<file path="src/hdl/prqs_pkg.sv">
// ---------------------------------------------------------------------------
// prqs_pkg
// shared constants, codes and control structs of the ready-queue scheduler
// ---------------------------------------------------------------------------
package prqs_pkg;

  localparam int DEF_MAX_THREADS     = 64;
  localparam int DEF_PRIORITY_LEVELS = 32;

  localparam int ID_W   = 6;
  localparam int PRIO_W = 5;
  localparam int KIND_W = 3;
  localparam int NEST_W = 16;
  localparam logic [NEST_W-1:0] NEST_MAX = 16'hFFFF;

  localparam logic [KIND_W-1:0] KIND_INSERT = 3'd0;
  localparam logic [KIND_W-1:0] KIND_REMOVE = 3'd1;
  localparam logic [KIND_W-1:0] KIND_SCHED  = 3'd2;
  localparam logic [KIND_W-1:0] KIND_ENTER  = 3'd3;
  localparam logic [KIND_W-1:0] KIND_EXIT   = 3'd4;
  localparam logic [KIND_W-1:0] KIND_START  = 3'd5;

  // level address select for the head and tail memories
  localparam logic [1:0] LV_PR   = 2'd0;
  localparam logic [1:0] LV_TP   = 2'd1;
  localparam logic [1:0] LV_BEST = 2'd2;

  typedef struct packed {
    logic       load;
    logic       cur_from_run;
    logic       nest_inc;
    logic       nest_dec;
    logic       pend_set;
    logic       pend_clr;
    logic       set_deferred;
    logic       set_fault;
    logic       cap_h;
    logic       cap_cand;
    logic       enq_wr;
    logic       deq_wr;
    logic       deq_cand;
    logic [1:0] lv_sel;
    logic       run_keep;
    logic       run_cand;
    logic       cap_out;
  } prqs_cmd_t;

  typedef struct packed {
    logic kind_insert;
    logic kind_remove;
    logic kind_sched;
    logic kind_enter;
    logic kind_exit;
    logic kind_start;
    logic cur_ok;
    logic queued_cur;
    logic is_running;
    logic nest_zero;
    logic nest_le1;
    logic pending;
    logic any_ready;
    logic keep;
    logic requeue;
  } prqs_stat_t;

endpackage

</file>
<file path="src/hdl/priority_ready_queue_scheduler.sv">
// ---------------------------------------------------------------------------
// priority_ready_queue_scheduler
// fixed-priority ready-queue scheduler with per-level linked lists
// ---------------------------------------------------------------------------
// One item is taken at a time and gives one result. Enter critical, deferred
// schedules, plain exits and rejected items do not touch the link memories.
// A schedule, or an exit that runs a pending schedule, reads the queue head,
// optionally requeues the current thread and then unlinks; each read of the
// synchronous link memories is registered before its write-back. A finished
// result waits in the output register while the next item is taken; a result
// still waiting when the next one is done holds that item until it leaves.
module priority_ready_queue_scheduler
  import prqs_pkg::*;
#(
  parameter int MAX_THREADS     = DEF_MAX_THREADS,
  parameter int PRIORITY_LEVELS = DEF_PRIORITY_LEVELS
) (
  input  logic        clk,
  input  logic        rst_n,
  input  logic        in_tvalid,
  output logic        in_tready,
  input  logic [15:0] in_tdata,  // thread_id, priority_req, yield_flag, current_runnable
  input  logic [2:0]  in_tuser,  // kind
  output logic        out_tvalid,
  input  logic        out_tready,
  output logic [39:0] out_tdata  // switched, from_id, to_id, to_priority,
                                 // deferred, nest_level, ready_empty, fault
);

  prqs_cmd_t  cmd;
  prqs_stat_t stat;

  prqs_ctrl u_ctrl (
    .clk       (clk),
    .rst_n     (rst_n),
    .in_fire   (in_tvalid & in_tready),
    .in_ready  (in_tready),
    .out_valid (out_tvalid),
    .out_ready (out_tready),
    .stat      (stat),
    .cmd       (cmd)
  );

  prqs_datapath #(
    .MAX_THREADS     (MAX_THREADS),
    .PRIORITY_LEVELS (PRIORITY_LEVELS)
  ) u_dp (
    .clk                 (clk),
    .rst_n               (rst_n),
    .cmd                 (cmd),
    .stat                (stat),
    .in_kind             (in_tuser),
    .in_thread_id        (in_tdata[5:0]),
    .in_priority_req     (in_tdata[10:6]),
    .in_yield_flag       (in_tdata[11]),
    .in_current_runnable (in_tdata[12]),
    .out_data            (out_tdata)
  );

endmodule

</file>
<file path="src/hdl/prqs_datapath.sv">
// ---------------------------------------------------------------------------
// prqs_datapath
// link memories, ready bitmap, running thread and result registers
// ---------------------------------------------------------------------------
module prqs_datapath
  import prqs_pkg::*;
#(
  parameter int MAX_THREADS     = DEF_MAX_THREADS,
  parameter int PRIORITY_LEVELS = DEF_PRIORITY_LEVELS
) (
  input  logic              clk,
  input  logic              rst_n,
  input  prqs_cmd_t         cmd,
  output prqs_stat_t        stat,
  input  logic [KIND_W-1:0] in_kind,
  input  logic [ID_W-1:0]   in_thread_id,
  input  logic [PRIO_W-1:0] in_priority_req,
  input  logic              in_yield_flag,
  input  logic              in_current_runnable,
  output logic [39:0]       out_data
);

  localparam int TW  = (MAX_THREADS > 1) ? $clog2(MAX_THREADS) : 1;
  localparam int LW  = $clog2(PRIORITY_LEVELS);
  localparam int IDW = (TW > ID_W) ? TW : ID_W;

  logic [TW-1:0] next_mem [MAX_THREADS];
  logic [TW-1:0] prev_mem [MAX_THREADS];
  logic [LW-1:0] prio_mem [MAX_THREADS];
  logic [TW-1:0] head_mem [PRIORITY_LEVELS];
  logic [TW-1:0] tail_mem [PRIORITY_LEVELS];

  logic [TW-1:0] nx_q, pv_q, hd_q, tl_q;
  logic [LW-1:0] tp_q;

  logic [MAX_THREADS-1:0]     mark_r;
  logic [PRIORITY_LEVELS-1:0] bitmap_r;
  logic [IDW-1:0]             run_thr_r;
  logic [LW-1:0]              run_prio_r;
  logic                       run_valid_r;
  logic [NEST_W-1:0]          nest_r;
  logic                       pend_r;

  logic [KIND_W-1:0] kind_r;
  logic [IDW-1:0]    cur_r;
  logic [LW-1:0]     pr_r;
  logic              yld_r;
  logic              run_r;
  logic [LW-1:0]     h_r;
  logic [TW-1:0]     cand_r;
  logic [LW-1:0]     dlv_r;
  logic              switched_r, deferred_r, fault_r;
  logic [IDW-1:0]    from_r;
  logic [39:0]       out_r;

  logic [LW-1:0]  best;
  logic [LW-1:0]  rd_lv;
  logic [LW-1:0]  pr_clamp;
  logic [TW-1:0]  cur_idx;
  logic [TW-1:0]  deq_t;
  logic           cur_ok;
  logic           prio_keep;
  logic           run_eff;
  logic [31:0]    run_thr_ext, run_prio_ext, from_ext;

  logic          hd_we, tl_we, nx_we, pv_we;
  logic [LW-1:0] ht_wa;
  logic [TW-1:0] hd_wd, tl_wd, nx_wa, nx_wd, pv_wa, pv_wd;

  always_comb begin
    best = '0;
    for (int i = PRIORITY_LEVELS - 1; i >= 0; i--) begin
      if (bitmap_r[i]) begin
        best = LW'(i);
      end
    end
  end

  assign pr_clamp = (32'(in_priority_req) >= PRIORITY_LEVELS) ?
                    LW'(PRIORITY_LEVELS - 1) : LW'(in_priority_req);
  assign cur_idx  = cur_r[TW-1:0];
  assign cur_ok   = 32'(cur_r) < MAX_THREADS;
  assign deq_t    = cmd.deq_cand ? cand_r : cur_idx;
  assign run_eff  = run_r && cur_ok;
  assign prio_keep = (pr_r < h_r) || (pr_r == h_r && !yld_r);

  always_comb begin
    case (cmd.lv_sel)
      LV_PR:   rd_lv = pr_r;
      LV_TP:   rd_lv = tp_q;
      LV_BEST: rd_lv = best;
      default: rd_lv = pr_r;
    endcase
  end

  // write port selection for enqueue and unlink
  always_comb begin
    hd_we = 1'b0; tl_we = 1'b0; nx_we = 1'b0; pv_we = 1'b0;
    ht_wa = dlv_r;
    hd_wd = nx_q; tl_wd = pv_q;
    nx_wa = pv_q; nx_wd = nx_q;
    pv_wa = nx_q; pv_wd = pv_q;
    if (cmd.enq_wr) begin
      ht_wa = pr_r;
      hd_wd = cur_idx;
      tl_wd = cur_idx;
      if (!bitmap_r[pr_r]) begin
        hd_we = 1'b1;
        tl_we = 1'b1;
      end else if (yld_r) begin
        pv_we = 1'b1; pv_wa = cur_idx; pv_wd = tl_q;
        nx_we = 1'b1; nx_wa = tl_q;    nx_wd = cur_idx;
        tl_we = 1'b1;
      end else begin
        nx_we = 1'b1; nx_wa = cur_idx; nx_wd = hd_q;
        pv_we = 1'b1; pv_wa = hd_q;    pv_wd = cur_idx;
        hd_we = 1'b1;
      end
    end else if (cmd.deq_wr) begin
      if (hd_q == deq_t && tl_q == deq_t) begin
        hd_we = 1'b0;
      end else if (hd_q == deq_t) begin
        hd_we = 1'b1;
      end else if (tl_q == deq_t) begin
        tl_we = 1'b1;
      end else begin
        nx_we = 1'b1;
        pv_we = 1'b1;
      end
    end
  end

  always_ff @(posedge clk) begin
    if (hd_we) head_mem[ht_wa] <= hd_wd;
    if (tl_we) tail_mem[ht_wa] <= tl_wd;
    if (nx_we) next_mem[nx_wa] <= nx_wd;
    if (pv_we) prev_mem[pv_wa] <= pv_wd;
    if (cmd.enq_wr) prio_mem[cur_idx] <= pr_r;
    hd_q <= head_mem[rd_lv];
    tl_q <= tail_mem[rd_lv];
    nx_q <= next_mem[deq_t];
    pv_q <= prev_mem[deq_t];
    tp_q <= prio_mem[deq_t];
  end

  // control state
  always_ff @(posedge clk) begin
    if (!rst_n) begin
      mark_r      <= '0;
      bitmap_r    <= '0;
      run_thr_r   <= '0;
      run_prio_r  <= '0;
      run_valid_r <= 1'b0;
      nest_r      <= '0;
      pend_r      <= 1'b0;
    end else begin
      if (cmd.enq_wr) begin
        mark_r[cur_idx] <= 1'b1;
        bitmap_r[pr_r]  <= 1'b1;
      end
      if (cmd.deq_wr) begin
        mark_r[deq_t] <= 1'b0;
        if (hd_q == deq_t && tl_q == deq_t) bitmap_r[dlv_r] <= 1'b0;
      end
      if (cmd.run_keep) begin
        run_thr_r   <= cur_r;
        run_prio_r  <= pr_r;
        run_valid_r <= 1'b1;
      end
      if (cmd.run_cand) begin
        run_thr_r   <= IDW'(cand_r);
        run_prio_r  <= h_r;
        run_valid_r <= 1'b1;
      end
      if (cmd.nest_inc && nest_r != NEST_MAX) nest_r <= nest_r + 1'b1;
      if (cmd.nest_dec && nest_r != '0) nest_r <= nest_r - 1'b1;
      if (cmd.pend_set) pend_r <= 1'b1;
      if (cmd.pend_clr) pend_r <= 1'b0;
    end
  end

  // item and working registers
  always_ff @(posedge clk) begin
    if (cmd.load) begin
      kind_r     <= in_kind;
      cur_r      <= IDW'(in_thread_id);
      pr_r       <= pr_clamp;
      yld_r      <= in_yield_flag;
      run_r      <= in_current_runnable;
      switched_r <= 1'b0;
      deferred_r <= 1'b0;
      fault_r    <= 1'b0;
      from_r     <= '0;
    end
    if (cmd.cur_from_run) begin
      cur_r <= run_thr_r;
      run_r <= run_r & run_valid_r;
    end
    if (cmd.cap_h) h_r <= best;
    if (cmd.cap_cand) cand_r <= hd_q;
    if (cmd.lv_sel == LV_TP) dlv_r <= tp_q;
    if (cmd.set_deferred) deferred_r <= 1'b1;
    if (cmd.set_fault) fault_r <= 1'b1;
    if (cmd.run_cand) begin
      switched_r <= 1'b1;
      from_r     <= cur_r;
    end
    if (cmd.cap_out) begin
      out_r <= {3'b000, fault_r, ~|bitmap_r, nest_r, deferred_r,
                run_valid_r ? run_prio_ext[PRIO_W-1:0] : {PRIO_W{1'b0}},
                run_valid_r ? run_thr_ext[ID_W-1:0] : {ID_W{1'b0}},
                from_ext[ID_W-1:0], switched_r};
    end
  end

  assign run_thr_ext  = 32'(run_thr_r);
  assign run_prio_ext = 32'(run_prio_r);
  assign from_ext     = 32'(from_r);
  assign out_data     = out_r;

  assign stat.kind_insert = kind_r == KIND_INSERT;
  assign stat.kind_remove = kind_r == KIND_REMOVE;
  assign stat.kind_sched  = kind_r == KIND_SCHED;
  assign stat.kind_enter  = kind_r == KIND_ENTER;
  assign stat.kind_exit   = kind_r == KIND_EXIT;
  assign stat.kind_start  = kind_r == KIND_START;
  assign stat.cur_ok      = cur_ok;
  assign stat.queued_cur  = cur_ok && mark_r[cur_idx];
  assign stat.is_running  = run_valid_r && run_thr_r == cur_r;
  assign stat.nest_zero   = nest_r == '0;
  assign stat.nest_le1    = nest_r <= NEST_W'(1);
  assign stat.pending     = pend_r;
  assign stat.any_ready   = |bitmap_r;
  assign stat.keep        = (run_eff && prio_keep) || (IDW'(cand_r) == cur_r);
  assign stat.requeue     = run_eff && !prio_keep;

endmodule

</file>
<file path="src/hdl/prqs_ctrl.sv">
// ---------------------------------------------------------------------------
// prqs_ctrl
// sequencer for insert, unlink, schedule, start and critical-section items
// ---------------------------------------------------------------------------
module prqs_ctrl
  import prqs_pkg::*;
(
  input  logic       clk,
  input  logic       rst_n,
  input  logic       in_fire,
  output logic       in_ready,
  output logic       out_valid,
  input  logic       out_ready,
  input  prqs_stat_t stat,
  output prqs_cmd_t  cmd
);

  localparam logic [3:0] S_IDLE = 4'd0;
  localparam logic [3:0] S_DEC  = 4'd1;
  localparam logic [3:0] S_SCH  = 4'd2;
  localparam logic [3:0] S_HD1  = 4'd3;
  localparam logic [3:0] S_HD2  = 4'd4;
  localparam logic [3:0] S_DCD  = 4'd5;
  localparam logic [3:0] S_ENQ1 = 4'd6;
  localparam logic [3:0] S_ENQ2 = 4'd7;
  localparam logic [3:0] S_DEQ1 = 4'd8;
  localparam logic [3:0] S_DEQ2 = 4'd9;
  localparam logic [3:0] S_DEQ3 = 4'd10;
  localparam logic [3:0] S_FIN  = 4'd11;

  logic [3:0] state_r, state_nxt;
  logic       chain_r, chain_nxt;
  logic       dcand_r, dcand_nxt;
  logic       start_r, start_nxt;
  logic       ov_r, ov_nxt;

  always_comb begin
    state_nxt = state_r;
    chain_nxt = chain_r;
    dcand_nxt = dcand_r;
    start_nxt = start_r;
    ov_nxt    = ov_r && !out_ready;
    cmd       = '0;
    cmd.deq_cand = dcand_r;
    case (state_r)
      S_IDLE: begin
        if (in_fire) begin
          cmd.load  = 1'b1;
          chain_nxt = 1'b0;
          start_nxt = 1'b0;
          state_nxt = S_DEC;
        end
      end
      S_DEC: begin
        state_nxt = S_FIN;
        if (stat.kind_insert) begin
          if (!stat.cur_ok || stat.queued_cur) cmd.set_fault = 1'b1;
          else if (!stat.is_running) state_nxt = S_ENQ1;
        end else if (stat.kind_remove) begin
          if (!stat.cur_ok || !stat.queued_cur) begin
            cmd.set_fault = 1'b1;
          end else begin
            dcand_nxt = 1'b0;
            state_nxt = S_DEQ1;
          end
        end else if (stat.kind_sched) begin
          if (!stat.nest_zero) begin
            cmd.pend_set     = 1'b1;
            cmd.set_deferred = 1'b1;
          end else begin
            state_nxt = S_SCH;
          end
        end else if (stat.kind_enter) begin
          cmd.nest_inc = 1'b1;
        end else if (stat.kind_exit) begin
          cmd.nest_dec = 1'b1;
          if (stat.nest_le1 && stat.pending) begin
            cmd.pend_clr     = 1'b1;
            cmd.cur_from_run = 1'b1;
            state_nxt        = S_SCH;
          end
        end else if (stat.kind_start) begin
          if (stat.any_ready) begin
            cmd.pend_clr     = 1'b1;
            cmd.cur_from_run = 1'b1;
            start_nxt        = 1'b1;
            state_nxt        = S_HD1;
          end
        end
      end
      S_SCH: begin
        if (!stat.any_ready) begin
          cmd.run_keep = 1'b1;
          state_nxt    = S_FIN;
        end else begin
          state_nxt = S_HD1;
        end
      end
      S_HD1: begin
        cmd.lv_sel = LV_BEST;
        cmd.cap_h  = 1'b1;
        state_nxt  = S_HD2;
      end
      S_HD2: begin
        cmd.cap_cand = 1'b1;
        state_nxt    = S_DCD;
      end
      S_DCD: begin
        if (start_r) begin
          cmd.run_cand = 1'b1;
          dcand_nxt    = 1'b1;
          state_nxt    = S_DEQ1;
        end else if (stat.keep) begin
          cmd.run_keep = 1'b1;
          dcand_nxt    = 1'b0;
          state_nxt    = stat.queued_cur ? S_DEQ1 : S_FIN;
        end else begin
          cmd.run_cand = 1'b1;
          dcand_nxt    = 1'b1;
          if (stat.requeue && !stat.queued_cur) begin
            chain_nxt = 1'b1;
            state_nxt = S_ENQ1;
          end else begin
            state_nxt = S_DEQ1;
          end
        end
      end
      S_ENQ1: begin
        cmd.lv_sel = LV_PR;
        state_nxt  = S_ENQ2;
      end
      S_ENQ2: begin
        cmd.enq_wr = 1'b1;
        state_nxt  = chain_r ? S_DEQ1 : S_FIN;
      end
      S_DEQ1: begin
        state_nxt = S_DEQ2;
      end
      S_DEQ2: begin
        cmd.lv_sel = LV_TP;
        state_nxt  = S_DEQ3;
      end
      S_DEQ3: begin
        cmd.deq_wr = 1'b1;
        state_nxt  = S_FIN;
      end
      S_FIN: begin
        if (!ov_r || out_ready) begin
          cmd.cap_out = 1'b1;
          ov_nxt      = 1'b1;
          state_nxt   = S_IDLE;
        end
      end
      default: state_nxt = S_IDLE;
    endcase
  end

  always_ff @(posedge clk) begin
    if (!rst_n) begin
      state_r <= S_IDLE;
      chain_r <= 1'b0;
      dcand_r <= 1'b0;
      start_r <= 1'b0;
      ov_r    <= 1'b0;
    end else begin
      state_r <= state_nxt;
      chain_r <= chain_nxt;
      dcand_r <= dcand_nxt;
      start_r <= start_nxt;
      ov_r    <= ov_nxt;
    end
  end

  assign in_ready  = state_r == S_IDLE;
  assign out_valid = ov_r;

endmodule

</file>
<file path="config.mk">
export PLATFORM = sky130hd
export DESIGN_NAME = priority_ready_queue_scheduler
export DESIGN_NICKNAME = d
export VERILOG_FILES = /design/src/hdl/prqs_pkg.sv /design/src/hdl/priority_ready_queue_scheduler.sv /design/src/hdl/prqs_datapath.sv /design/src/hdl/prqs_ctrl.sv
export SDC_FILE = /design/constraint.sdc
export NUM_CORES = 2
export LEC_CHECK = 0
export BUFFER_PORTS_ARGS = -buffer_cell sky130_fd_sc_hd__buf_2
export CAP_MARGIN = 20
export CELL_PAD_IN_SITES_DETAIL_PLACEMENT = 1
export CELL_PAD_IN_SITES_GLOBAL_PLACEMENT = 1
export CORE_MARGIN = 3
export CORE_UTILIZATION = 30
export DETAILED_ROUTE_END_ITERATION = 12
export GPL_TIMING_DRIVEN = 1
export PLACE_DENSITY = 0.52
export SKIP_LAST_GASP = 1
export SYNTH_ARGS = -nofsm -noshare
export SYNTH_HDL_FRONTEND = slang
export SYNTH_HIERARCHICAL = 1
export SYNTH_SLANG_ARGS = --single-unit
</file>
<file path="constraint.sdc">
create_clock -name clk -period 20.2 [get_ports clk]
set_clock_uncertainty 0.2 [all_clocks]
set_input_delay 4.04 -clock clk [delete_from_list [all_inputs] [get_ports clk]]
set_output_delay 4.04 -clock clk [all_outputs]
set_load 0.05 [all_outputs]
</file>
==> impl_results.md <==
- Status: complete, no violations
- Net switching fraction of the power: 30.5%
- Leak: 25.3 nW
- Min Tclk post-route: 6.72 ns
- Post-route ant nets: 0
- Worst EP arrival: 7.14 ns
- Hold Buf Count CTS: 0
- Yosys reg bits: 1712
- Starting density of the core: 30.3%
- IO Pins: 65
- Slowest cell on the critical path: nor4_1
- Cell area after synthesis: 70600 um2
- Wire length per cell: 27.4 um
- GP Congestion: 0.774
- Most used cell, CP: buf_4
- TritonCTS buffer count: 188
- CTS tree: done
- H-tree levels: 4
- DP HPWL: 130 mm
- Power Total: 9.89 mW
- Final worst-path cycle share: 33.3%
- Max Cap Viol: 0
- Crit Path Class: reg2reg
- Final Hold Fails: 0
- Syn Area/Cell: 14.5 um2
- Starting DRC count in detailed routing: 3629
- Number of synthesized flops with an enable pin: 1547
- Die area: 241000 um2
- Clock Power Share: 35.2%
- P_sw: 3.02 mW
- Fin worst setup slack: 13.48 ns
- Main synth FF type: edfxtp_1
- Post-CTS sizing: 0
- Core outline area: 233000 um2
- IO Port Bufs: 58
- CTS Buffer Depth: 3
- # DRC: 0
- DR vias/cell: 5.44
- Clk root buf: clkbuf_16
- Endpoints failing setup: 0
- RSZ-0062 raised after global routing: false
- Placement Rows: 177
- Placement Setup Slack: 13.33 ns
- Setup bufs post-CTS: 0
- Crit-path max FO: 80
- Area Growth Syn to Fin: 14.6%
- Post-Route WL: 224 mm
- Power per standard cell area: 122 nW/um2
- Post-synth ARST share: 0%
- Initial antenna violation count: 3
- P_int: 6.88 mW
- Combinational share of power: 20.9%
- Post-synth cell types: 88
- Worst slew pin tran: 1.11 ns
- Worst-Skew Late Latency: 0.83 ns
- Die Width: 491 um
- Critical Path Source Type: flip-flop
- Flop pwr share: 44.0%
- Syn. warnings: 6
- GRT Util Overall: 18.0%
- Largest net degree at the start of global routing: 129
- Overflow after GRT: 0
- Setup TNS Final: 0 ns
- Worst min path class: reg2reg
- Die Y: 491 um
- Total number of vias: 44.6k
- Clock Pin Slew Worst Setup and Hold Paths: 0.06 ns
- DR pass1 iterations: 6
- Net count, final: 4938
- Slew headroom: 26.0%
- Crit-path max cell delay: 0.98 ns
- Crit end category: flip-flop
- Clk sinks: 1712
- Seq/Total Area, Yosys: 70.5%
- CP Cell Sequence: nand2_1 -> nor3_1 -> ha_4 -> buf_4 -> nor2_1 -> nand2_1 -> o21a_4 -> buf_4 -> buf_4 -> a211oi_1 -> o22ai_1 -> o32ai_1 -> nor4_1
- Max rail drop VDD: 0.114 mV
- Pins Over Slew Limit: 0
- Final core occ: 34.7%
- Layout cell share with drive strength beyond 1: 11.7%
- CP required: 20.62 ns
- First-pass GRT wire length: 324 mm
- Cells after Synth: 4883
- Vias in the first global route: 45.7k
- Achievable Freq: 0.149 GHz
## cells in the mapped netlist, drive strengths merged (29+ instances only)
master  number  area [um2]
nor4        35         225
o21ai      143         719
mux2i      279        2790
nand4       49         307
edfxtp    1547       46500
mux2        60         676
a22o       107         937
and2        50         313
a22oi      416        3120
nand2      129         514
buf        113         552
nor2b      166        1040
xnor2       29         254
a21oi       94         470
clkbuf     229         860
o32ai       29         254
o22ai      122         769
nor2       371        1390
dfxtp      165        3300
nand3       50         250
a31oi      137         857
a211oi     191        1450
a221oi      74         648
inv         59         221
## kinds of logic after synthesis
| kind of cell | count (synthesis) | share of synthesized area (%) |
|---|---|---|
| flip-flops | 1712 | 70.5 |
| AO/OA/AOI/OAI | 1403 | 14.2 |
| AND/OR/NAND/NOR | 953 | 6.72 |
| buffers and inverters | 401 | 2.31 |
| multiplexers | 361 | 5.61 |
| XOR/XNOR | 40 | 0.496 |
| adder cells (fa/ha/maj) | 11 | 0.195 |
| other | 2 | 0.0106 |
## layout make-up
cell class	instances	area, um2
Tap cell	3132	3920
Clock inverter	104	1220
Clock buffer	248	5040
Sequential cell	1712	49800
Multi-Input combinational cell	2772	19500
Inverter	59	221
Antenna cell	3	7.51
Fill cell	24200	152000
Timing Repair Buffer	171	1260
## sequential cells by signal (all words and copies together) (netlist names), 6 cells and up
register        cells
u_dp/out_data      37
u_dp/cur_idx        6
u_dp/mark_r        64
u_dp/from_r         6
u_dp/tail_mem     192
u_dp/bitmap_r      32
u_dp/prio_mem     320
u_dp/pv_q           6
u_dp/prev_mem     384
u_dp/tl_q           6
u_dp/hd_q           6
u_dp/nx_q           6
u_dp/run_thr_r      6
u_dp/nest_r        16
u_dp/cand_r         6
u_dp/next_mem     384
u_dp/head_mem     192
## cells in the final DEF, fill, tap and decap left out, types with 93 or more instances in the layout
cell and count:
edfxtp_1 1547, a22oi_1 416, nor2_1 361, mux2i_1 277, clkbuf_16 191, a211oi_1 189, nor2b_1 166, dfxtp_1 165
a31oi_1 137, nand2_1 125, o21ai_0 124, o22ai_1 121, a22o_1 107, buf_4 103, a21oi_1 93
## routing by layer
metal	wire length, um	global-route usage, %	part of all wire, %	vias to the layer above
li1	-	-	-	19600
met1	102000	24.9	45	23500
met3	11000	2.64	4.9	306
met5	0	0	0	-
met2	106000	29.4	47	1186
met4	5620	4.96	2.5	0
## power groups by stage
stage / registers (mW) / logic (mW) / clock network, mW
finish: 4.35 / 2.06 / 3.48
global placement: 4.42 / 2.04 / 0
global route: 4.35 / 2.21 / 3.72
detailed placement: 4.42 / 2.08 / 0
CTS: 4.35 / 2.09 / 3.57
floorplan: 4.43 / 1.17 / 0
## path summary, 6_finish.rpt
kind / start / endpoint / slack (ns) / cells past startpoint
worst max-delay path: u_ctrl/state_r[0] / u_dp/tl_q[1] / 13.48 / 13
worst min-delay path: u_dp/from_r[0] / u_dp/out_data[1] / 0.22 / 0
worst max register to register: u_ctrl/state_r[0] / u_dp/tl_q[1] / 13.48 / 13
worst min register to register: u_dp/from_r[0] / u_dp/out_data[1] / 0.22 / 0
## critical path, delay by kind of cell, from the launching register on
kind | cells | cell delay (ns)
AO/OA/AOI/OAI | 4 | 0.96
adder cells (fa/ha/maj) | 1 | 0.60
AND/OR/NAND/NOR | 5 | 2.13
buffers and inverters | 3 | 2.03
flip-flops | 1 | 0.52
## stage by stage
stage / cells / hold WS (ns) / area, um2
after global routing: 8200 / 0.228 / 80900
after detailed placement: 7843 / 0.206 / 74600
final: 8201 / 0.217 / 80900
after global placement: 7842 / 0.204 / 74600
after floorplan: 4885 / 0.200 / 70600
after CTS: 8195 / 0.220 / 80900
Power figures use the tool's default switching activity.
